[src/sv/qpam_pkg.sv]
`timescale 1ns / 1ps

package qpam_pkg;

  localparam int ROTOR_COUNT = 4;
  localparam int SIGNAL_BITS = 32;
  localparam int SIG_W       = SIGNAL_BITS;
  localparam int EXT_W       = SIG_W + 4;   // headroom for three-term sums
  localparam int IN_W        = 32;          // width of the signal fields on the ports
  localparam int OUT_W       = 32;
  localparam int AXIS_COUNT  = 4;
  localparam int AXIS_W      = 2;
  localparam int ROTOR_W     = 2;
  localparam int STICK_W     = 16;
  localparam int CFG_IDX_W   = 3;
  localparam int CFG_DATA_W  = 32;
  localparam int GAIN_W      = 32;
  localparam int QUEUE_DEPTH = 2;

  typedef enum logic [AXIS_W-1:0] {
    AXIS_ALT   = 2'd0,
    AXIS_ROLL  = 2'd1,
    AXIS_PITCH = 2'd2,
    AXIS_YAW   = 2'd3
  } axis_e;

  // register indexes
  localparam logic [CFG_IDX_W-1:0] CFG_HOVER     = 3'd0;
  localparam logic [CFG_IDX_W-1:0] CFG_STEP      = 3'd1;
  localparam logic [CFG_IDX_W-1:0] CFG_INV_STEP  = 3'd2;
  localparam logic [CFG_IDX_W-1:0] CFG_DEADBAND  = 3'd3;
  localparam logic [CFG_IDX_W-1:0] CFG_START_ALT = 3'd4;

  localparam logic [30:0] HOVER_RST    = 31'd0;
  localparam logic [31:0] STEP_RST     = 32'd4294967;
  localparam logic [30:0] INV_STEP_RST = 31'd65536000;
  localparam logic [14:0] DEADBAND_RST = 15'd6554;

  typedef logic signed [SIG_W-1:0] sig_t;

  typedef struct packed {
    logic [30:0] hover_thrust;
    logic [31:0] step_time;
    logic [30:0] inverse_step_time;
    logic [14:0] deadband;
  } qpam_cfg_t;

  typedef struct packed {
    logic load;
    sig_t value;
  } qpam_alt_load_t;

  // one classified axis sample
  typedef struct packed {
    axis_e                     axis;
    logic signed [STICK_W-1:0] stick;    // after deadband
    sig_t                      angle;
    sig_t                      rate;
    sig_t                      lat_ref;  // roll/pitch reference, sign already applied
  } qpam_item_t;

  typedef struct packed {
    logic                       valid;
    sig_t [AXIS_COUNT-1:0]      effort;
  } qpam_mix_t;

  // PD gains, Q0.32
  localparam logic [GAIN_W-1:0] P_GAIN [AXIS_COUNT] =
    '{32'd429496730, 32'd12884902, 32'd12884902, 32'd85899};
  localparam logic [GAIN_W-1:0] D_GAIN [AXIS_COUNT] =
    '{32'd214748365, 32'd8589935, 32'd8589935, 32'd42950};

  // bit k set: axis k enters rotor r with a minus sign
  localparam logic [AXIS_COUNT-1:0] MIX_NEG [ROTOR_COUNT] =
    '{4'b1110, 4'b0100, 4'b1000, 4'b0010};
  localparam logic [ROTOR_COUNT-1:0] TORQUE_NEG = 4'b0101;

  // x / 10 == (x * RECIP10) >> 27 for x < 2^26
  localparam logic [GAIN_W-1:0] RECIP10       = 32'd13421773;
  localparam int                RECIP10_SHIFT = 27;
  localparam int                YAW_GAIN      = 42;   // 2.1 * 2 (Q1.15 -> Q16.16) * 10, /10 later
  localparam int                YAW_ROUND     = 5;

  function automatic logic signed [EXT_W-1:0] ext(input sig_t v);
    return EXT_W'(v);
  endfunction

  function automatic sig_t sat_ext(input logic signed [EXT_W-1:0] v);
    logic signed [EXT_W-1:0] hi;
    logic signed [EXT_W-1:0] lo;
    hi = {{(EXT_W-SIG_W+1){1'b0}}, {(SIG_W-1){1'b1}}};
    lo = {{(EXT_W-SIG_W+1){1'b1}}, {(SIG_W-1){1'b0}}};
    if (v > hi) return sig_t'(hi);
    if (v < lo) return sig_t'(lo);
    return sig_t'(v);
  endfunction

  function automatic sig_t sat_in(input logic signed [IN_W-1:0] v);
    logic signed [IN_W+SIG_W-1:0] w;
    logic signed [IN_W+SIG_W-1:0] hi;
    logic signed [IN_W+SIG_W-1:0] lo;
    w  = (IN_W+SIG_W)'(v);
    hi = {{(IN_W+1){1'b0}}, {(SIG_W-1){1'b1}}};
    lo = {{(IN_W+1){1'b1}}, {(SIG_W-1){1'b0}}};
    if (w > hi) return sig_t'(hi);
    if (w < lo) return sig_t'(lo);
    return sig_t'(w);
  endfunction

  function automatic logic signed [OUT_W-1:0] sat_out(input sig_t v);
    logic signed [SIG_W+OUT_W-1:0] w;
    logic signed [SIG_W+OUT_W-1:0] hi;
    logic signed [SIG_W+OUT_W-1:0] lo;
    w  = (SIG_W+OUT_W)'(v);
    hi = {{(SIG_W+1){1'b0}}, {(OUT_W-1){1'b1}}};
    lo = {{(SIG_W+1){1'b1}}, {(OUT_W-1){1'b0}}};
    if (w > hi) return OUT_W'(hi);
    if (w < lo) return OUT_W'(lo);
    return OUT_W'(w);
  endfunction

endpackage

[src/sv/qpam_back.sv]
`timescale 1ns / 1ps

// Control law sequencer around one shared magnitude multiplier.
module qpam_back (
  input  logic                     clk_i,
  input  logic                     rst_ni,
  input  qpam_pkg::qpam_cfg_t      cfg_i,
  input  qpam_pkg::qpam_alt_load_t alt_load_i,
  input  logic                     q_valid_i,
  input  qpam_pkg::qpam_item_t     q_item_i,
  output logic                     q_pop_o,
  output qpam_pkg::qpam_mix_t      mix_o,
  input  logic                     mix_ready_i
);

  localparam int SIG_W  = qpam_pkg::SIG_W;
  localparam int PROD_W = SIG_W + qpam_pkg::GAIN_W;
  localparam int QW     = PROD_W - 15;
  localparam logic [PROD_W:0] RND32 = (PROD_W+1)'(1) << 31;
  localparam logic [PROD_W:0] RND16 = (PROD_W+1)'(1) << 15;

  typedef enum logic [2:0] {
    B_IDLE, B_SETUP, B_MUL, B_POST, B_DSET, B_ERR, B_HAND
  } bstate_e;

  typedef enum logic [2:0] {
    PH_ALT, PH_YREF, PH_DER, PH_P, PH_D
  } phase_e;

  bstate_e                              state_q;
  phase_e                               phase_q;
  qpam_pkg::qpam_item_t                 item_q;
  logic [SIG_W-1:0]                     opa_q;
  logic [qpam_pkg::GAIN_W-1:0]          opb_q;
  logic                                 neg_q;
  logic [PROD_W-1:0]                    prod_q;
  qpam_pkg::sig_t                       ref_q, damp_q, term_p_q;
  qpam_pkg::sig_t                       target_q, prev_q;
  qpam_pkg::sig_t [qpam_pkg::AXIS_COUNT-1:0] effort_q;

  // magnitude + sign back to a saturated signal, half away from zero done before
  function automatic qpam_pkg::sig_t mag_to_sig(input logic [QW-1:0] q, input logic neg);
    logic [QW-1:0] lim;
    logic [QW-1:0] m;
    lim = QW'(1) << (SIG_W - 1);
    if (neg) begin
      m = (q > lim) ? lim : q;
      m = ~m + 1'b1;
    end else begin
      m = (q > lim - 1'b1) ? lim - 1'b1 : q;
    end
    return m[SIG_W-1:0];
  endfunction

  function automatic logic [SIG_W-1:0] mag(input qpam_pkg::sig_t v);
    logic [SIG_W-1:0] u;
    u = v;
    return u[SIG_W-1] ? (~u + 1'b1) : u;
  endfunction

  logic [PROD_W-1:0]                  mul_full;
  logic [PROD_W:0]                    sum32, sum16;
  logic [PROD_W-1:0]                  div_shift;
  qpam_pkg::sig_t                     mul_res, der_res, yref_res, alt_res, diff;
  qpam_pkg::sig_t                     err, damp;
  logic signed [qpam_pkg::STICK_W:0]  stick_x;
  logic [qpam_pkg::STICK_W:0]         stick_mag;
  logic signed [21:0]                 yaw_p;
  logic [21:0]                        yaw_mag;

  always_comb begin
    mul_full  = PROD_W'(opa_q) * PROD_W'(opb_q);
    sum32     = {1'b0, prod_q} + RND32;
    sum16     = {1'b0, prod_q} + RND16;
    div_shift = prod_q >> qpam_pkg::RECIP10_SHIFT;
    mul_res   = mag_to_sig(QW'(sum32 >> 32), neg_q);
    der_res   = mag_to_sig(QW'(sum16 >> 16), neg_q);
    yref_res  = mag_to_sig(div_shift[QW-1:0], !neg_q);
    alt_res   = qpam_pkg::sat_ext(qpam_pkg::ext(target_q) + qpam_pkg::ext(mul_res));

    stick_x   = (qpam_pkg::STICK_W+1)'(item_q.stick);
    stick_mag = stick_x[qpam_pkg::STICK_W] ? 17'(-stick_x) : 17'(stick_x);
    yaw_p     = 22'(item_q.stick) * 22'(qpam_pkg::YAW_GAIN);
    yaw_mag   = (yaw_p < 0 ? 22'(-yaw_p) : 22'(yaw_p)) + 22'(qpam_pkg::YAW_ROUND);

    diff = qpam_pkg::sat_ext(qpam_pkg::ext(item_q.rate) - qpam_pkg::ext(prev_q));
    err  = qpam_pkg::sat_ext(qpam_pkg::ext(ref_q) -
             qpam_pkg::ext(item_q.axis == qpam_pkg::AXIS_YAW ? item_q.rate : item_q.angle));
    damp = (item_q.axis == qpam_pkg::AXIS_YAW) ? damp_q
         : qpam_pkg::sat_ext(-qpam_pkg::ext(item_q.rate));
  end

  assign q_pop_o      = (state_q == B_IDLE) && q_valid_i;
  assign mix_o.valid  = (state_q == B_HAND);
  assign mix_o.effort = effort_q;

  always_ff @(posedge clk_i or negedge rst_ni) begin
    if (!rst_ni) begin
      state_q  <= B_IDLE;
      target_q <= '0;
      prev_q   <= '0;
      effort_q <= '0;
    end else begin
      if (alt_load_i.load) begin
        target_q <= alt_load_i.value;
      end
      unique case (state_q)
        B_IDLE: begin
          if (q_valid_i) begin
            item_q  <= q_item_i;
            state_q <= B_SETUP;
          end
        end
        B_SETUP: begin
          unique case (item_q.axis)
            qpam_pkg::AXIS_ALT: begin
              opa_q   <= SIG_W'(stick_mag);
              opb_q   <= cfg_i.step_time;
              neg_q   <= (item_q.stick > 0);    // target moves against the stick
              phase_q <= PH_ALT;
              state_q <= B_MUL;
            end
            qpam_pkg::AXIS_ROLL, qpam_pkg::AXIS_PITCH: begin
              ref_q   <= item_q.lat_ref;
              state_q <= B_ERR;
            end
            qpam_pkg::AXIS_YAW: begin
              opa_q   <= SIG_W'(yaw_mag);
              opb_q   <= qpam_pkg::RECIP10;
              neg_q   <= (yaw_p < 0);
              phase_q <= PH_YREF;
              state_q <= B_MUL;
            end
          endcase
        end
        B_MUL: begin
          prod_q  <= mul_full;
          state_q <= B_POST;
        end
        B_POST: begin
          unique case (phase_q)
            PH_ALT: begin
              target_q <= alt_res;
              ref_q    <= alt_res;
              state_q  <= B_ERR;
            end
            PH_YREF: begin
              ref_q   <= yref_res;
              state_q <= B_DSET;
            end
            PH_DER: begin
              damp_q  <= qpam_pkg::sat_ext(-qpam_pkg::ext(der_res));
              prev_q  <= item_q.rate;
              state_q <= B_ERR;
            end
            PH_P: begin
              term_p_q <= mul_res;
              opa_q    <= mag(damp_q);
              opb_q    <= qpam_pkg::D_GAIN[item_q.axis];
              neg_q    <= damp_q[SIG_W-1];
              phase_q  <= PH_D;
              state_q  <= B_MUL;
            end
            PH_D: begin
              effort_q[item_q.axis] <=
                qpam_pkg::sat_ext(qpam_pkg::ext(term_p_q) + qpam_pkg::ext(mul_res));
              state_q <= (item_q.axis == qpam_pkg::AXIS_YAW) ? B_HAND : B_IDLE;
            end
            default: state_q <= B_IDLE;
          endcase
        end
        B_DSET: begin
          opa_q   <= mag(diff);
          opb_q   <= {1'b0, cfg_i.inverse_step_time};
          neg_q   <= diff[SIG_W-1];
          phase_q <= PH_DER;
          state_q <= B_MUL;
        end
        B_ERR: begin
          damp_q  <= damp;
          opa_q   <= mag(err);
          opb_q   <= qpam_pkg::P_GAIN[item_q.axis];
          neg_q   <= err[SIG_W-1];
          phase_q <= PH_P;
          state_q <= B_MUL;
        end
        B_HAND: begin
          if (mix_ready_i) begin
            state_q <= B_IDLE;
          end
        end
        default: state_q <= B_IDLE;
      endcase
    end
  end

endmodule

[config.mk]
export PLATFORM = sky130hd
export DESIGN_NAME = qpam_back
export DESIGN_NICKNAME = d
export VERILOG_FILES = /design/src/sv/qpam_pkg.sv /design/src/sv/qpam_back.sv
export SDC_FILE = /design/constraint.sdc
export NUM_CORES = 2
export LEC_CHECK = 0
export ABC_AREA = 1
export BUFFER_PORTS_ARGS = -buffer_cell sky130_fd_sc_hd__buf_4
export CAP_MARGIN = 20
export CELL_PAD_IN_SITES_DETAIL_PLACEMENT = 1
export CELL_PAD_IN_SITES_GLOBAL_PLACEMENT = 1
export CORE_MARGIN = 3
export CORE_UTILIZATION = 33
export DETAILED_ROUTE_END_ITERATION = 8
export GPL_ROUTABILITY_DRIVEN = 0
export PLACE_DENSITY_LB_ADDON = 0.1
export SETUP_SLACK_MARGIN = 0.2
export SKIP_CTS_REPAIR_TIMING = 1
export SYNTH_ARGS = -nofsm -noshare
export SYNTH_HDL_FRONTEND = slang
export SYNTH_SLANG_ARGS = --single-unit
[constraint.sdc]
create_clock -name clk_i -period 14.9 [get_ports clk_i]
set_input_delay 2.98 -clock clk_i [delete_from_list [all_inputs] [get_ports clk_i]]
set_output_delay 2.98 -clock clk_i [all_outputs]
set_load 0.02 [all_outputs]
==> metrics list <==
- Max Root-Sink Buffers: 3
* Net Count, Synth: 11,400
- Clock tree synthesis found a total of 522 sinks.
- After legalization and detailed placement, the total HPWL measured 234,000 um.
- Global routing consumed, over all layers together, 25.5% of the routing resources.
* Result of the run: completed
- Initial antenna violation count: 4
* Worst clock skew: 57.7 ps
- In the synthesized netlist the dominant register cell turns out to be sky130_fd_sc_hd__edfxtp_1.
- For this run, the register share of the synthesized area comes to 20.0%.
- Yosys mapped a number of flops with a built-in enable equal to 327.
- Number of max-slew violations in the final report: 0
- Vias per Instance: 5.05
- Total via count after detailed routing: 65,600
- Yosys warnings: 0
* Number of buffers created by CTS: 70
- Synth Area per Inst: 7.51 um2
* Delay of the slowest cell on the worst path: 740 ps
- Layout cell share with drive strength beyond 1: 7.20%
- Commonest cells after routing, fill and taps aside: sky130_fd_sc_hd__nand2_1, sky130_fd_sc_hd__inv_1, sky130_fd_sc_hd__fa_1, sky130_fd_sc_hd__nor2_1, sky130_fd_sc_hd__buf_4
* Worst skew pair latency: 740 ps
- Average wire per cell in the routed design: 22.4 um
* Crit-path max FO: 23
* Vias in the first global route: 69,600
- Detailed Routing Iterations Pass 1: 6
- Row generation in the floorplan step produced 172 rows.
- Fmax: 100 MHz
* Vertical die dimension: 478 um
- Remaining antenna violation count: 0
- Worst endpoint required time: 15,370 ps
- After technology mapping, the gate count stands at 9,785.
- At the end of the flow, the number of nets in the layout was 11,600.
- After synthesis, the netlist uses 76 different library cells.
* Worst min path class: reg -> reg
- Global routing used 44.0% of the available met2 tracks.
- Area delta synth->final: 11.3%
- In the routed design, unresolved DRC markers number 0.
- Entering global routing, the biggest net connects 131 pins.
- The library cell used most frequently in the layout, excluding fill and tap cells, is sky130_fd_sc_hd__nand2_1.
* Total length of routed wires: 291,000 um
* Final Hold Fails: 0
- The total overflow left after global routing is 0.
* Slew of the pin with the lowest slew margin: 1190 ps
- Total negative slack for setup checks: 0 ps
- Die area: 228,000 um2
- Final-report setup violation count: 0
- Data arrival time of the critical path: 10,440 ps
- TritonCTS built the clock tree.
* Global Route met3 Usage: 1.78%
- Worst path slowest cell: sky130_fd_sc_hd__a22oi_1
- Once the floorplan was initialized, standard cells occupied 33.3% of the core.
- Startpoint types: flip-flop
* Die outline width: 478 um
- Setup repair after global routing left no endpoint under its margin.
- Clk pin slew, worst setup/hold paths: 60 ps
* Wire length of the first global-routing pass: 445,000 um
- Critical path capture point type: flip-flop
- The clock period could shrink to 9970 ps.
- After global routing, the most crowded layer is met2.
- After synthesis the netlist holds a flip-flop and latch count of 522.
- Fraction of registers with async set/reset: 37.4%
- The floorplan step defined a core boundary enclosing 221,000 um2.
- Post-route clock period utilization: 66.9%
* Clock Tree Root: sky130_fd_sc_hd__clkbuf_16
- The H-tree was split into 3 levels.
- Global routing consumed, on the met1 layer, 34.8% of the routing resources.
- Relative slew slack: 19.9%
- For this design the top-level I/O count stands at 390.
* Netlist area before placement: 73,400 um2
- # port buffers: 343
* DR iter-0 viols: 3,993
- For flop-to-flop paths, the worst setup slack is 4930 ps.
- Critical Path Most Common Cell: sky130_fd_sc_hd__nand2_1
* Max Cap Violations: 0
- Worst setup path category: reg -> reg
## cells by family (layout without fill, tap and decap cells)
| family | count (synthesis) | in the layout | synth area share [%] |
|---|---|---|---|
| XOR/XNOR | 315 | 315 | 3.78 |
| AND/OR/NAND/NOR | 4180 | 4180 | 23.1 |
| flip-flops | 522 | 522 | 20.0 |
| other | 0 | 6 | 0 |
| adder cells (fa/ha/maj) | 1365 | 1365 | 32.6 |
| AO/OA/AOI/OAI | 1115 | 1115 | 8.64 |
| multiplexers | 7 | 7 | 0.0954 |
| buffers and inverters | 2281 | 2510 | 11.8 |
## cell type report
type | instances | area, um2
fillers | 27000 | 139000
multi-input cells | 6982 | 50200
flip-flops and latches | 522 | 14700
inverters | 1905 | 7150
well taps | 2958 | 3700
repair buffers | 478 | 3670
clock buffers | 86 | 1850
clock inverters | 41 | 463
diodes | 6 | 15.0
## cell usage after synthesis (all sizes together), types with 19 or more instances
library cell	count	area share, %
nand4	95	0.81
nor4	22	0.19
a22o	19	0.23
o211ai	35	0.36
xnor2	97	1.2
nor2	620	3.4
nor3	86	0.59
ha	452	7.7
nand2	2967	15
nand3	342	2.4
xor2	218	2.6
a31oi	64	0.55
o21ai	458	3.1
o31ai	19	0.19
buf	61	0.46
a21oi	378	2.6
dfrtp	195	6.6
clkbuf	315	1.6
inv	1896	9.7
edfxtp	327	13
or2	22	0.19
o41ai	24	0.32
fa	913	25
## flip-flops by register name (all words and copies together), names as in the netlist
signal    flops
phase_q       3
opb_q        32
ref_q        32
mix_o       128
term_p_q     32
damp_q       32
opa_q        32
prod_q       49
target_q     32
prev_q       32
item_q      114
neg_q         1
state_q       3
## critical path: cells and delay by family, from the launching register on
family                   cells  cell delay, ps
AND/OR/NAND/NOR             22            4270
AO/OA/AOI/OAI                6            2230
XOR/XNOR                     3            1080
buffers and inverters        2            1000
flip-flops                   1             690
adder cells (fa/ha/maj)      1             440
## metal layers
metal	part of all wire (%)	up-vias
met4	2.5	0
met2	49	1265
met5	0	-
met3	3.3	309
met1	45	33500
li1	-	30500
## stage by stage
step	setup slack, ps	area, um2	hold slack (ps)	cells	util [%]
6_report	4930	81700	481	13000	37.1
5_1_grt	4210	81700	503	13000	37.0
4_1_cts	5010	81600	483	13000	37.0
3_5_place_dp	5070	79300	467	12800	36.0
3_3_place_gp	5210	79300	468	12800	35.9
2_1_floorplan	3380	73400	457	9785	-
## worst paths after layout
kind / cells past startpoint / end / from
min in group asynchronous: 1 / prev_q[30]$_DFFE_PN0P_ / rst_ni
setup reg to reg: 34 / ref_q[14]$_DFFE_PP_ / prod_q[36]$_DFFE_PP_
hold / removal: 2 / mix_o[83]$_DFFE_PN0P_ / mix_o[83]$_DFFE_PN0P_
setup / recovery: 34 / ref_q[14]$_DFFE_PP_ / prod_q[36]$_DFFE_PP_
hold reg to reg: 2 / mix_o[83]$_DFFE_PN0P_ / mix_o[83]$_DFFE_PN0P_
max in group asynchronous: 2 / mix_o[5]$_DFFE_PN0P_ / rst_ni
Power is left out: the tool's default activity adds up to more than one toggle a clock period on the data nets, which glitch-free logic cannot reach.
