<file path="src/sv/qpam_pkg.sv">
`timescale 1ns / 1ps

package qpam_pkg;

  localparam int ROTOR_COUNT = 4;
  localparam int SIGNAL_BITS = 32;
  localparam int SIG_W       = SIGNAL_BITS;
  localparam int EXT_W       = SIG_W + 4;   // headroom for three-term sums
  localparam int IN_W        = 32;          // width of the signal fields on the ports
  localparam int OUT_W       = 32;
  localparam int AXIS_COUNT  = 4;
  localparam int AXIS_W      = 2;
  localparam int ROTOR_W     = 2;
  localparam int STICK_W     = 16;
  localparam int CFG_IDX_W   = 3;
  localparam int CFG_DATA_W  = 32;
  localparam int GAIN_W      = 32;
  localparam int QUEUE_DEPTH = 2;

  typedef enum logic [AXIS_W-1:0] {
    AXIS_ALT   = 2'd0,
    AXIS_ROLL  = 2'd1,
    AXIS_PITCH = 2'd2,
    AXIS_YAW   = 2'd3
  } axis_e;

  // register indexes
  localparam logic [CFG_IDX_W-1:0] CFG_HOVER     = 3'd0;
  localparam logic [CFG_IDX_W-1:0] CFG_STEP      = 3'd1;
  localparam logic [CFG_IDX_W-1:0] CFG_INV_STEP  = 3'd2;
  localparam logic [CFG_IDX_W-1:0] CFG_DEADBAND  = 3'd3;
  localparam logic [CFG_IDX_W-1:0] CFG_START_ALT = 3'd4;

  localparam logic [30:0] HOVER_RST    = 31'd0;
  localparam logic [31:0] STEP_RST     = 32'd4294967;
  localparam logic [30:0] INV_STEP_RST = 31'd65536000;
  localparam logic [14:0] DEADBAND_RST = 15'd6554;

  typedef logic signed [SIG_W-1:0] sig_t;

  typedef struct packed {
    logic [30:0] hover_thrust;
    logic [31:0] step_time;
    logic [30:0] inverse_step_time;
    logic [14:0] deadband;
  } qpam_cfg_t;

  typedef struct packed {
    logic load;
    sig_t value;
  } qpam_alt_load_t;

  // one classified axis sample
  typedef struct packed {
    axis_e                     axis;
    logic signed [STICK_W-1:0] stick;    // after deadband
    sig_t                      angle;
    sig_t                      rate;
    sig_t                      lat_ref;  // roll/pitch reference, sign already applied
  } qpam_item_t;

  typedef struct packed {
    logic                       valid;
    sig_t [AXIS_COUNT-1:0]      effort;
  } qpam_mix_t;

  // PD gains, Q0.32
  localparam logic [GAIN_W-1:0] P_GAIN [AXIS_COUNT] =
    '{32'd429496730, 32'd12884902, 32'd12884902, 32'd85899};
  localparam logic [GAIN_W-1:0] D_GAIN [AXIS_COUNT] =
    '{32'd214748365, 32'd8589935, 32'd8589935, 32'd42950};

  // bit k set: axis k enters rotor r with a minus sign
  localparam logic [AXIS_COUNT-1:0] MIX_NEG [ROTOR_COUNT] =
    '{4'b1110, 4'b0100, 4'b1000, 4'b0010};
  localparam logic [ROTOR_COUNT-1:0] TORQUE_NEG = 4'b0101;

  // x / 10 == (x * RECIP10) >> 27 for x < 2^26
  localparam logic [GAIN_W-1:0] RECIP10       = 32'd13421773;
  localparam int                RECIP10_SHIFT = 27;
  localparam int                YAW_GAIN      = 42;   // 2.1 * 2 (Q1.15 -> Q16.16) * 10, /10 later
  localparam int                YAW_ROUND     = 5;

  function automatic logic signed [EXT_W-1:0] ext(input sig_t v);
    return EXT_W'(v);
  endfunction

  function automatic sig_t sat_ext(input logic signed [EXT_W-1:0] v);
    logic signed [EXT_W-1:0] hi;
    logic signed [EXT_W-1:0] lo;
    hi = {{(EXT_W-SIG_W+1){1'b0}}, {(SIG_W-1){1'b1}}};
    lo = {{(EXT_W-SIG_W+1){1'b1}}, {(SIG_W-1){1'b0}}};
    if (v > hi) return sig_t'(hi);
    if (v < lo) return sig_t'(lo);
    return sig_t'(v);
  endfunction

  function automatic sig_t sat_in(input logic signed [IN_W-1:0] v);
    logic signed [IN_W+SIG_W-1:0] w;
    logic signed [IN_W+SIG_W-1:0] hi;
    logic signed [IN_W+SIG_W-1:0] lo;
    w  = (IN_W+SIG_W)'(v);
    hi = {{(IN_W+1){1'b0}}, {(SIG_W-1){1'b1}}};
    lo = {{(IN_W+1){1'b1}}, {(SIG_W-1){1'b0}}};
    if (w > hi) return sig_t'(hi);
    if (w < lo) return sig_t'(lo);
    return sig_t'(w);
  endfunction

  function automatic logic signed [OUT_W-1:0] sat_out(input sig_t v);
    logic signed [SIG_W+OUT_W-1:0] w;
    logic signed [SIG_W+OUT_W-1:0] hi;
    logic signed [SIG_W+OUT_W-1:0] lo;
    w  = (SIG_W+OUT_W)'(v);
    hi = {{(SIG_W+1){1'b0}}, {(OUT_W-1){1'b1}}};
    lo = {{(SIG_W+1){1'b1}}, {(OUT_W-1){1'b0}}};
    if (w > hi) return OUT_W'(hi);
    if (w < lo) return OUT_W'(lo);
    return OUT_W'(w);
  endfunction

endpackage

</file>
<file path="src/sv/qpam_if.sv">
`timescale 1ns / 1ps

interface qpam_in_if;
  logic                                    valid;
  logic                                    ready;
  logic [qpam_pkg::AXIS_W-1:0]             axis;
  logic signed [qpam_pkg::STICK_W-1:0]     stick;
  logic signed [qpam_pkg::IN_W-1:0]        angle;
  logic signed [qpam_pkg::IN_W-1:0]        rate;
  logic signed [qpam_pkg::IN_W-1:0]        lateral_velocity;
  logic signed [qpam_pkg::IN_W-1:0]        lateral_acceleration;

  modport source (output valid, axis, stick, angle, rate, lateral_velocity,
                  lateral_acceleration, input ready);
  modport sink   (input valid, axis, stick, angle, rate, lateral_velocity,
                  lateral_acceleration, output ready);
endinterface


</file>
<file path="src/sv/qpam_front.sv">
`timescale 1ns / 1ps

// Input classification: deadband, input saturation, lateral reference.
module qpam_front (
  qpam_in_if.sink              in_chan_i,
  input  qpam_pkg::qpam_cfg_t  cfg_i,
  input  logic                 q_full_i,
  output logic                 push_o,
  output qpam_pkg::qpam_item_t item_o
);

  logic signed [qpam_pkg::STICK_W:0]     stick_x;
  logic [qpam_pkg::STICK_W:0]            stick_mag;
  logic signed [qpam_pkg::STICK_W-1:0]   stick_db;
  logic signed [qpam_pkg::EXT_W-1:0]     lat_sum;
  qpam_pkg::sig_t                        lat_ref;

  assign in_chan_i.ready = !q_full_i;
  assign push_o          = in_chan_i.valid && !q_full_i;

  always_comb begin
    stick_x   = (qpam_pkg::STICK_W+1)'(in_chan_i.stick);
    stick_mag = stick_x[qpam_pkg::STICK_W] ? 17'(-stick_x) : 17'(stick_x);
    stick_db  = (stick_mag < {2'b00, cfg_i.deadband}) ? '0 : in_chan_i.stick;

    // -8*stick - v - a, one saturation at the end
    lat_sum = -(qpam_pkg::EXT_W'(stick_db) <<< 3)
              - qpam_pkg::ext(qpam_pkg::sat_in(in_chan_i.lateral_velocity))
              - qpam_pkg::ext(qpam_pkg::sat_in(in_chan_i.lateral_acceleration));
    lat_ref = qpam_pkg::sat_ext(lat_sum);
    if (qpam_pkg::axis_e'(in_chan_i.axis) == qpam_pkg::AXIS_ROLL) begin
      lat_ref = qpam_pkg::sat_ext(-qpam_pkg::ext(lat_ref));
    end

    item_o.axis    = qpam_pkg::axis_e'(in_chan_i.axis);
    item_o.stick   = stick_db;
    item_o.angle   = qpam_pkg::sat_in(in_chan_i.angle);
    item_o.rate    = qpam_pkg::sat_in(in_chan_i.rate);
    item_o.lat_ref = lat_ref;
  end

endmodule

</file>
<file path="src/flat_wrapper.sv">
// flat-port wrapper written by rule: the top's interface ports become plain ports
module qpam_front_flat 
  (cfg_i, q_full_i, push_o, item_o, in_chan_i_valid, in_chan_i_axis, in_chan_i_stick, in_chan_i_angle, in_chan_i_rate, in_chan_i_lateral_velocity, in_chan_i_lateral_acceleration, in_chan_i_ready);
  qpam_in_if in_chan_i_i ();
  input  qpam_pkg::qpam_cfg_t cfg_i;
  input  logic q_full_i;
  output logic push_o;
  output qpam_pkg::qpam_item_t item_o;
  input wire logic [$bits(in_chan_i_i.valid)-1:0] in_chan_i_valid;
  input wire logic [$bits(in_chan_i_i.axis)-1:0] in_chan_i_axis;
  input wire logic [$bits(in_chan_i_i.stick)-1:0] in_chan_i_stick;
  input wire logic [$bits(in_chan_i_i.angle)-1:0] in_chan_i_angle;
  input wire logic [$bits(in_chan_i_i.rate)-1:0] in_chan_i_rate;
  input wire logic [$bits(in_chan_i_i.lateral_velocity)-1:0] in_chan_i_lateral_velocity;
  input wire logic [$bits(in_chan_i_i.lateral_acceleration)-1:0] in_chan_i_lateral_acceleration;
  output wire logic [$bits(in_chan_i_i.ready)-1:0] in_chan_i_ready;
  assign in_chan_i_i.valid = in_chan_i_valid;
  assign in_chan_i_i.axis = in_chan_i_axis;
  assign in_chan_i_i.stick = in_chan_i_stick;
  assign in_chan_i_i.angle = in_chan_i_angle;
  assign in_chan_i_i.rate = in_chan_i_rate;
  assign in_chan_i_i.lateral_velocity = in_chan_i_lateral_velocity;
  assign in_chan_i_i.lateral_acceleration = in_chan_i_lateral_acceleration;
  assign in_chan_i_ready = in_chan_i_i.ready;
  qpam_front u_core (.in_chan_i(in_chan_i_i), .cfg_i(cfg_i), .q_full_i(q_full_i), .push_o(push_o), .item_o(item_o));
endmodule
</file>
<file path="config.mk">
export PLATFORM = sky130hd
export DESIGN_NAME = qpam_front_flat
export DESIGN_NICKNAME = d
export VERILOG_FILES = /design/src/sv/qpam_pkg.sv /design/src/sv/qpam_if.sv /design/src/sv/qpam_front.sv /design/src/flat_wrapper.sv
export SDC_FILE = /design/constraint.sdc
export NUM_CORES = 1
export LEC_CHECK = 0
export BUFFER_PORTS_ARGS = -buffer_cell sky130_fd_sc_hd__buf_4
export CAP_MARGIN = 10
export CORE_AREA = 4 4 144 146
export DETAILED_ROUTE_END_ITERATION = 6
export DIE_AREA = 0 0 148 150
export GPL_TIMING_DRIVEN = 1
export PLACE_DENSITY = 0.65
export SLEW_MARGIN = 5
export SYNTH_ARGS = -nofsm -noshare
export SYNTH_HDL_FRONTEND = slang
export SYNTH_SLANG_ARGS = --single-unit
</file>
<file path="constraint.sdc">
create_clock -name vclk -period 9.76
set_clock_uncertainty 0.1 [all_clocks]
set_input_delay 0.488 -clock vclk [all_inputs]
set_output_delay 0.488 -clock vclk [all_outputs]
set_load 0.02 [all_outputs]
</file>
==> results of run 1 <==
-- power breakdown --
part	internal (mW)	switching, mW
Clock	0	0
Sequential	0	0
Combinational	0.995	1.53
-- placed cells by master (no fill, tap or decap), types with 5 or more instances in the layout --
master / netlist / final
and2_1: 8 / 7
a21oi_1: 82 / 78
o211ai_1: 10 / 10
nand2b_1: 7 / 6
a31oi_1: 10 / 9
a21oi_2: 2 / 5
or3_1: 9 / 9
buf_4: 2 / 213
nor2_1: 75 / 75
or4_1: 6 / 5
o21ai_0: 63 / 60
nand2_1: 87 / 86
a21o_1: 30 / 30
xor2_1: 14 / 14
fa_1: 30 / 30
a22oi_1: 7 / 6
o31ai_1: 7 / 7
inv_1: 91 / 91
a211oi_2: 2 / 5
nand3_1: 19 / 19
or2_2: 12 / 11
o21ai_1: 11 / 10
ha_1: 85 / 80
xnor2_1: 27 / 25
nand4_1: 11 / 11
and3_1: 11 / 11
nor3_1: 24 / 21
a211oi_1: 13 / 9
-- cell type report --
cell class | count | area [um2]
inverters | 91 | 342
repair buffers | 215 | 1640
well taps | 265 | 332
multi-input cells | 750 | 5700
fillers | 2086 | 11400
-- stage by stage --
step	instances	setup TNS, ps	utilization
6_report	1321	0	0.413
5_1_grt	1321	-60.3	0.413
4_1_cts	1312	0	0.399
3_5_place_dp	1312	0	0.399
3_3_place_gp	1312	0	0.399
2_1_floorplan	970	-305	-
-- routing by layer --
metal | vias to the layer above | global-route usage
met5 | - | 0.0182
met4 | 2 | 0.0333
met3 | 46 | 0.0282
met2 | 273 | 0.282
met1 | 3313 | 0.253
li1 | 3532 | -
-- critical path, delay by kind of cell --
kind            cells  cell delay (ps)
simple gates        5             1390
fa+ha+maj           5             1650
buf+inv             8             1320
compound gates     18             3900
-- cells by family (layout without fill, tap and decap cells) --
logic type               Yosys count  in the layout  synth area share
AND/OR/NAND/NOR                  299            299             0.238
AO/OA/AOI/OAI                    292            292             0.302
buffers and inverters            220            306             0.135
adder cells (fa/ha/maj)          115            115             0.263
XOR/XNOR                          41             41            0.0568
multiplexers                       3              3           0.00475
-- timing repair --
item,CTS,global route
pin swaps,0,11
hold endpoints to repair,0,0
setup endpoints to repair,1,32
buffers inserted,0,9
gates resized for setup,1,43
-- worst paths after layout --
kind	startpoint	depth (start not counted)	slack [ps]	end
hold / removal	in_chan_i_rate[2]	0	880	item_o[34]
setup / recovery	in_chan_i_stick[1]	36	420	item_o[13]
==> metrics.txt, run 1 <==
status=finished, final reports clean; worst hold margin=between 800 and 900 ps; register area share after synthesis=0; Min Clock Period, post-route=9340 ps; placed cell areas=about 7700 um2; GR Overflow Total=0; Finished Cell Area=approximately 8000 um2; total power=~2.5 mW; Reg area=0 um2; Initial Util=0.326; met3 wire len=1720 um; via count=7166; syn_area_per_cell=between 6 and 7 um2; CP Launch Type=input pin; n_diodes=0; Syn Nets=roughly 1300; total die area=around 22000 um2; cell taking the most area after synthesis=ha_1; endpoints failing hold=0; final number of max-transition violations=0; Final #Nets=around 1400; class of the most critical setup path=in -> out; top post-synthesis cells by count=clkbuf_1, inv_1, nand2_1, ha_1, a21oi_1; Die H=~150 um; post-route DRC violation count=0; vias in the first global route=between 6000 and 7000; VDD IR max=0.144 mV; Critical Path Slowest Stage Cell=or4_1; Initial DRC Count=586; Slew headroom=0.516; top sig layer=met5; Worst EP arrival=a little under 9000 ps; GRT Resource Usage Total=0.177; worst endpoint required time=9170 ps; vias per cell=roughly 5.4; Pre-Repair DR Iteration Count=5; met2 wire length=9280 um; Hold-fix buffers, CTS=0; Post-Syn Instances=between 900 and 1000; Worst Max-Slew Pin Slew=around 720 ps; most common cell in the netlist=clkbuf_1; dpl hpwl=about 18000 um; worst setup margin=between 400 and 500 ps; routability cong.=0.951; post-synth top area share=0.168; Max Clk Rate=approximately 110 MHz; layout cells sized above 1=0.270; global-route wire length before repair=~33000 um; largest net degree at the start of global routing=33; Rows=51; Crit path top cell by count=a21o_1; post-synthesis cell type count=78; synth top area cells=ha_1, fa_1, clkbuf_1; Die X=approximately 150 um; Setup WS pre-CTS=27.8 ps; Setup crit end kind=primary output; crit share post-route=0.957; Total Wirelength=approximately 21000 um; Worst Path Max Fanout=12; # clk buffers=0; synth warn=0; Setup violations, final=0; IO Port Bufs=between 150 and 200; Leak Pwr=3.80 nW; # Max-Cap Violations=0; # IOs=~370; total power divided by cell area=between 300 and 400 nW/um2; antenna violations before repair=0; max incr delay on CP=roughly 600 ps; M1 wire length=9640 um; Syn Std Cell Area=6320 um2; antenna-violating nets left=0; Hold Path Class=in -> out; core box area=roughly 19000 um2; sequential cell count=0; Area Growth Syn to Fin=26.8%; DR WL/cell=approximately 16 um
(Power assumes the default switching activity.)
==> run 2, diff against run 1 <==
--- a/config.mk
+++ b/config.mk
@@ -10,7 +10,7 @@
 export CORE_AREA = 4 4 144 146
 export DETAILED_ROUTE_END_ITERATION = 6
 export DIE_AREA = 0 0 148 150
-export GPL_TIMING_DRIVEN = 1
+export GPL_TIMING_DRIVEN = 0
 export PLACE_DENSITY = 0.65
 export SLEW_MARGIN = 5
 export SYNTH_ARGS = -nofsm -noshare
==> run 2 against run 1 <==
  * Sequential cell count unchanged
  * Final area up 11%
  * Combinational power up 6%
  * Highest routed layer is now met4
  * Worst hold slack better by 190 ps
  * Critical path depth up 1
  * Non-clock buffer count up 137
  * Total power up 5.5%
  * Fmax up 0.12%
  * Critical endpoint is now item_o[30]
  * Clock-buffer cell count unchanged
  * Via count up 7.2%
==> metrics.txt, run 2 (synthesized netlist as in run 1, its figures left out) <==
Worst Max-Slew Pin Slew=738 ps (+17.4 ps); Setup violations, final=0 (unchanged); Leak Pwr=4.17 nW (+9.6%); CP top delay family=compound AO/OA/AOI/OAI gates; dpl hpwl=18900 um (+5.4%); Hold Path Class=in -> out; VDD IR max=0.147 mV (+2.1%); max incr delay on CP=600 ps (about the same); Reg area=0 um2 (unchanged); vias per cell=5.27 (-2.9%); WP buf/inv=7 (-1); # Max-Cap Violations=0 (unchanged); Setup crit end kind=primary output; largest net degree at the start of global routing=20 (-39%); total die area=22200 um2 (unchanged); Finished Cell Area=8900 um2 (+11%); setup TNS=0 ps (unchanged); Max Clk Rate=107 MHz (+0.12%); Min Clock Period, post-route=9330 ps (-11.3 ps); Pre-Repair DR Iteration Count=7 (+2); sequential cell count=0 (unchanged); final number of max-transition violations=0 (unchanged); global-route wire length before repair=34400 um (+3.4%); Total Wirelength=22300 um (+5.4%); antenna violations before repair=0 (unchanged); via count=7679 (+7.2%); # clk buffers=0 (unchanged); Die H=150 um (unchanged); Critical Path Slowest Stage Cell=or4_1; Worst Path Max Fanout=10 (-2); vias in the first global route=6906 (+6.1%); class of the most critical setup path=in -> out; Slew headroom=0.505 (-0.0117); commonest non-fill, non-tap cells in the layout=buf_4, clkbuf_1, inv_1; antenna-violating nets left=0 (unchanged); total power=2.67 mW (+5.5%); worst endpoint required time=9170 ps (about the same); IO Port Bufs=197 (+30%); Area Growth Syn to Fin=40.8%; endpoints failing hold=0 (unchanged); total power divided by cell area=299 nW/um2 (-5.0%); routability cong.=0.915 (-3.7%); area of the multi-input gates=5910 um2 (+3.7%); crit share post-route=0.956 (-0.00116); placed cell areas=8140 um2 (+5.2%); filler instances=2037 (-2.3%); Initial Util=0.326 (unchanged); Final #Nets=1567 (+9.6%); Setup WS pre-CTS=-2360 ps (-2380 ps); GR Overflow Total=0 (unchanged); Worst EP arrival=8740 ps (about the same); Rows=51 (unchanged); DR WL/cell=15.3 um (-4.5%); GRT Resource Usage Total=0.183 (+0.00596); commonest non-fill, non-tap cell in the layout=buf_4; Crit path top cell by count=a21o_1; # IOs=373 (unchanged); n_diodes=0 (unchanged); CP Launch Type=input pin; status=finished, final reports clean; layout cells sized above 1=0.282 (+0.0118); Die X=148 um (unchanged); worst setup margin=431 ps (+11.3 ps); Initial DRC Count=514 (-12%); post-route DRC violation count=0 (unchanged); core box area=19400 um2 (unchanged)
-- run 2: cell count changes in the layout (fill, tap and decap cells not counted), moves of 4 or more --
| cell | previous run | this run |
|---|---|---|
| a21oi_1 | 78 | 74 |
| buf_2 | 0 | 9 |
| buf_4 | 213 | 228 |
| clkbuf_1 | 0 | 99 |
| clkbuf_2 | 0 | 4 |
| clkbuf_8 | 0 | 4 |
| ha_2 | 4 | 0 |
| o21ai_0 | 60 | 52 |
| o21ai_1 | 10 | 15 |
| o21ai_4 | 0 | 4 |
-- run 2: final timing paths --
path                      startpoint          to  slack [ps]  cells past startpoint
setup / recovery  in_chan_i_stick[0]  item_o[30]         430                     37
hold / removal     in_chan_i_rate[4]  item_o[36]        1070                      2
-- run 2: area by class of cell --
class	instances	share of cell area
Inverter	91	0.0384
Tap cell	265	0.0372
Multi-Input combinational cell	750	0.664
Buffer	124	0.0637
Timing Repair Buffer	228	0.196
-- run 2: metrics by stage --
stage,instances,util,hold slack [ps]
2_1_floorplan,970,-,953
3_3_place_gp,1432,0.420,1070
3_5_place_dp,1432,0.420,1070
4_1_cts,1443,0.441,1070
5_1_grt,1458,0.459,1080
6_report,1458,0.459,1070
-- run 2: what timing repair did --
item                       CTS  global route
buffers inserted            13            18
hold buffers                 0             0
setup endpoints to repair   32            31
resized for setup           70            46
pin swaps                   13            24
hold endpoints to repair     0             0
-- run 2: metal layers --
layer	vias up	global-route usage	wire (um)
met4	0	0.00970	79
met3	22	0.0109	1890
met1	3471	0.271	10300
met5	-	0	0
met2	380	0.308	10100
li1	3806	-	-
-- run 2: where the power goes --
| group | internal (mW) | switching (mW) |
|---|---|---|
| logic | 1.02 | 1.64 |
| registers | 0 | 0 |
| clock network | 0 | 0 |
| total | 1.02 | 1.64 |
==> run 3, diff against run 2 <==
--- a/config.mk
+++ b/config.mk
@@ -5,13 +5,14 @@
 export SDC_FILE = /design/constraint.sdc
 export NUM_CORES = 1
 export LEC_CHECK = 0
+export ABC_AREA = 1
 export BUFFER_PORTS_ARGS = -buffer_cell sky130_fd_sc_hd__buf_4
 export CAP_MARGIN = 10
-export CORE_AREA = 4 4 144 146
+export CORE_AREA = 4 4 142 144
 export DETAILED_ROUTE_END_ITERATION = 6
-export DIE_AREA = 0 0 148 150
+export DIE_AREA = 0 0 146 148
 export GPL_TIMING_DRIVEN = 0
-export PLACE_DENSITY = 0.65
+export PLACE_DENSITY = 0.69
 export SLEW_MARGIN = 5
 export SYNTH_ARGS = -nofsm -noshare
 export SYNTH_HDL_FRONTEND = slang
==> run 3 against run 2 <==
  * Fmax grew 5.0%
  * First-iteration DRC count shrank 24%
  * Via count shrank 3.4%
  * Synthesized cell count grew 19%
  * Sequential cell count is the same
  * Cell count grew 8.5%
  * Routed wire length shrank 5.7%
  * Critical endpoint is now item_o[19]
==> metrics.txt, run 3 <==
setup TNS=0 ps (unchanged); area share of and/or/nand/nor cells after synthesis=0.381 (+0.142); Critical Path Slowest Stage Cell=fa_1; Hold-fix buffers, CTS=0 (unchanged); class of the most critical setup path=in -> out; vias per cell=4.69 (-11%); Hold Path Class=in -> out; Worst Path Max Fanout=16 (+6); placed cell count=1582 (+10%); DR WL/cell=13.3 um (-13%); via count=7416 (-3.4%); most common cell in the netlist=nand2_1; antenna-violating nets left=0 (unchanged); top post-synthesis cells by count=nand2_1, inv_1, nor2_1, clkbuf_1, ha_1; max incr delay on CP=520 ps (-80 ps); largest family of logic cells by synthesized area=simple AND/OR/NAND/NOR gates; commonest non-fill, non-tap cells in the layout=nand2_1, inv_1, buf_4; top sig layer=met4; commonest non-fill, non-tap cell in the layout=nand2_1; Setup crit end kind=primary output; crit share post-route=0.910 (-0.0459); total power divided by cell area=290 nW/um2 (-3.3%); # Max-Cap Violations=0 (unchanged); synth warn=0 (unchanged); Initial DRC Count=393 (-24%); VDD IR max=0.128 mV (-13%); M1 wire length=9530 um (-7.0%); post-synthesis adder-cell area fraction=0.248 (-0.0154); status=finished, final reports clean; post-synthesis cell type count=46 (-41%); multiplexer area fraction after synthesis=0 (-0.00475); Area Growth Syn to Fin=26.5%; post-route DRC violation count=0 (unchanged); Reg power frac=0 (unchanged); Pre-Repair DR Iteration Count=5 (-2); Finished Core Util=0.454 (-0.00487); layout cells sized above 1=0.237 (-0.0443); CP startpoint=in_chan_i_stick[15]; Die X=146 um (-1.4%); Initial Util=0.359 (+0.0330); Rows=50 (-2.0%); CP Launch Type=input pin; GRT Resource Usage Total=0.188 (+0.00442); n_diodes=0 (unchanged); Die H=148 um (-1.3%); Critical Path End=item_o[19]; vias in the first global route=7470 (+8.2%); worst setup margin=879 ps (+448 ps); sequential cell count=0 (unchanged); dpl hpwl=19000 um (+0.86%); post-synth top area share=0.158 (-0.00981); # clk buffers=0 (unchanged); endpoints failing hold=0 (unchanged); IO Port Bufs=197 (unchanged); Syn Nets=1523 (+13%); Leak Pwr=4.77 nW (+14%); largest net degree at the start of global routing=15 (-25%); filler instances=2031 (-0.29%); cell taking the most area after synthesis=ha_1; met2 wire length=9830 um (-2.4%); total die area=21600 um2 (-2.7%); Total Wirelength=21000 um (-5.7%); Final #Nets=1722 (+9.9%); synth top area cells=ha_1, nand2_1, inv_1; met3 wire len=1550 um (-18%); worst hold margin=1070 ps (+0.460 ps); Sw Pwr=1.57 mW (-4.3%); register area share after synthesis=0 (unchanged); internal power=889 uW (-13%); Clk pwr share=0 (unchanged); Post-Syn Instances=1151 (+19%); Max Clk Rate=113 MHz (+5.0%); switching share of total power=0.639 (+0.0227); global-route wire length before repair=34900 um (+1.5%); Non-Filler Instances=1582 (+8.5%); compound-cell area share of the yosys netlist=0.113 (-0.188); Syn Std Cell Area=6710 um2 (+6.2%); Slew headroom=0.606 (+0.101); syn_area_per_cell=5.83 um2 (-11%); Combinational Power Share=1.000 (about the same); routability cong.=0.904 (-1.2%); GR Overflow Total=0 (unchanged); Reg area=0 um2 (unchanged); core box area=18700 um2 (-3.6%); worst endpoint required time=9170 ps (about the same); Setup violations, final=0 (unchanged); Min Clock Period, post-route=8880 ps (-448 ps); XOR/XNOR share of the synthesized area=0.0665 (+0.00973); Worst EP arrival=8290 ps (-450 ps); antenna violations before repair=0 (unchanged); # IOs=373 (unchanged); Worst Max-Slew Pin Slew=592 ps (-146 ps); RSZ-0062 raised after global routing=false; Crit path top cell by count=nand2_1; Setup WS pre-CTS=366 ps (+2720 ps); final number of max-transition violations=0 (unchanged)
==> run 3: what timing repair did <==
action	4_1_cts	5_1_grt
resized for setup	0	2
endpoints found under the setup margin	0	31
setup buffers	0	1
==> run 3: worst min-delay path by stage <==
| stage | cells after the start | startpoint | end |
|---|---|---|---|
| 2_1_floorplan | 1 | q_full_i | in_chan_i_ready |
| 3_3_place_gp | 2 | in_chan_i_rate[13] | item_o[45] |
| 3_5_place_dp | 2 | in_chan_i_rate[29] | item_o[61] |
| 4_1_cts | 2 | in_chan_i_rate[29] | item_o[61] |
| 5_1_grt | 2 | in_chan_i_angle[3] | item_o[67] |
| 6_report | 2 | in_chan_i_rate[8] | item_o[40] |
==> run 3: metal layers <==
layer / vias to the layer above / track usage
met5: - / 0
met1: 3275 / 0.243
met2: 250 / 0.344
li1: 3883 / -
met4: 0 / 0.00894
met3: 8 / 0.0307
==> run 3: area by class of cell <==
type | instances | area [um2] | share of cell area
plain buffers | 101 | 479 | 0.0564
inverters | 214 | 807 | 0.0950
well taps | 234 | 293 | 0.0345
repair buffers | 198 | 1490 | 0.175
multi-input cells | 835 | 5430 | 0.639
==> run 3: critical path: cells and delay by family <==
kind / cells / cell delay [ps]
xor gates and xnor gates: 1 / 90
and+or+nand+nor: 20 / 2950
adders and majority gates: 5 / 1720
AOI/OAI and AO/OA: 6 / 960
buffers and inverters: 11 / 2030
==> run 3: power by group through the flow <==
stage	combinational [mW]	sequential (mW)	clock, mW
finish	2.46	0	0
global route	2.76	0	0
CTS	2.47	0	0
detailed placement	2.46	0	0
global placement	2.44	0	0
floorplan	1.81	0	0
==> run 3: through the flow <==
stage               instance area [um2]  power [mW]
CTS                                8490        2.47
global route                       8490        2.76
detailed placement                 8490        2.46
global placement                   8490        2.44
floorplan                          6710        1.81
finish                             8490        2.46
==> run 3: logic make-up after synthesis <==
kind of cell,after synthesis
xor+xnor,51
buf+inv,316
fa+ha+maj,115
simple gates,551
compound gates,118
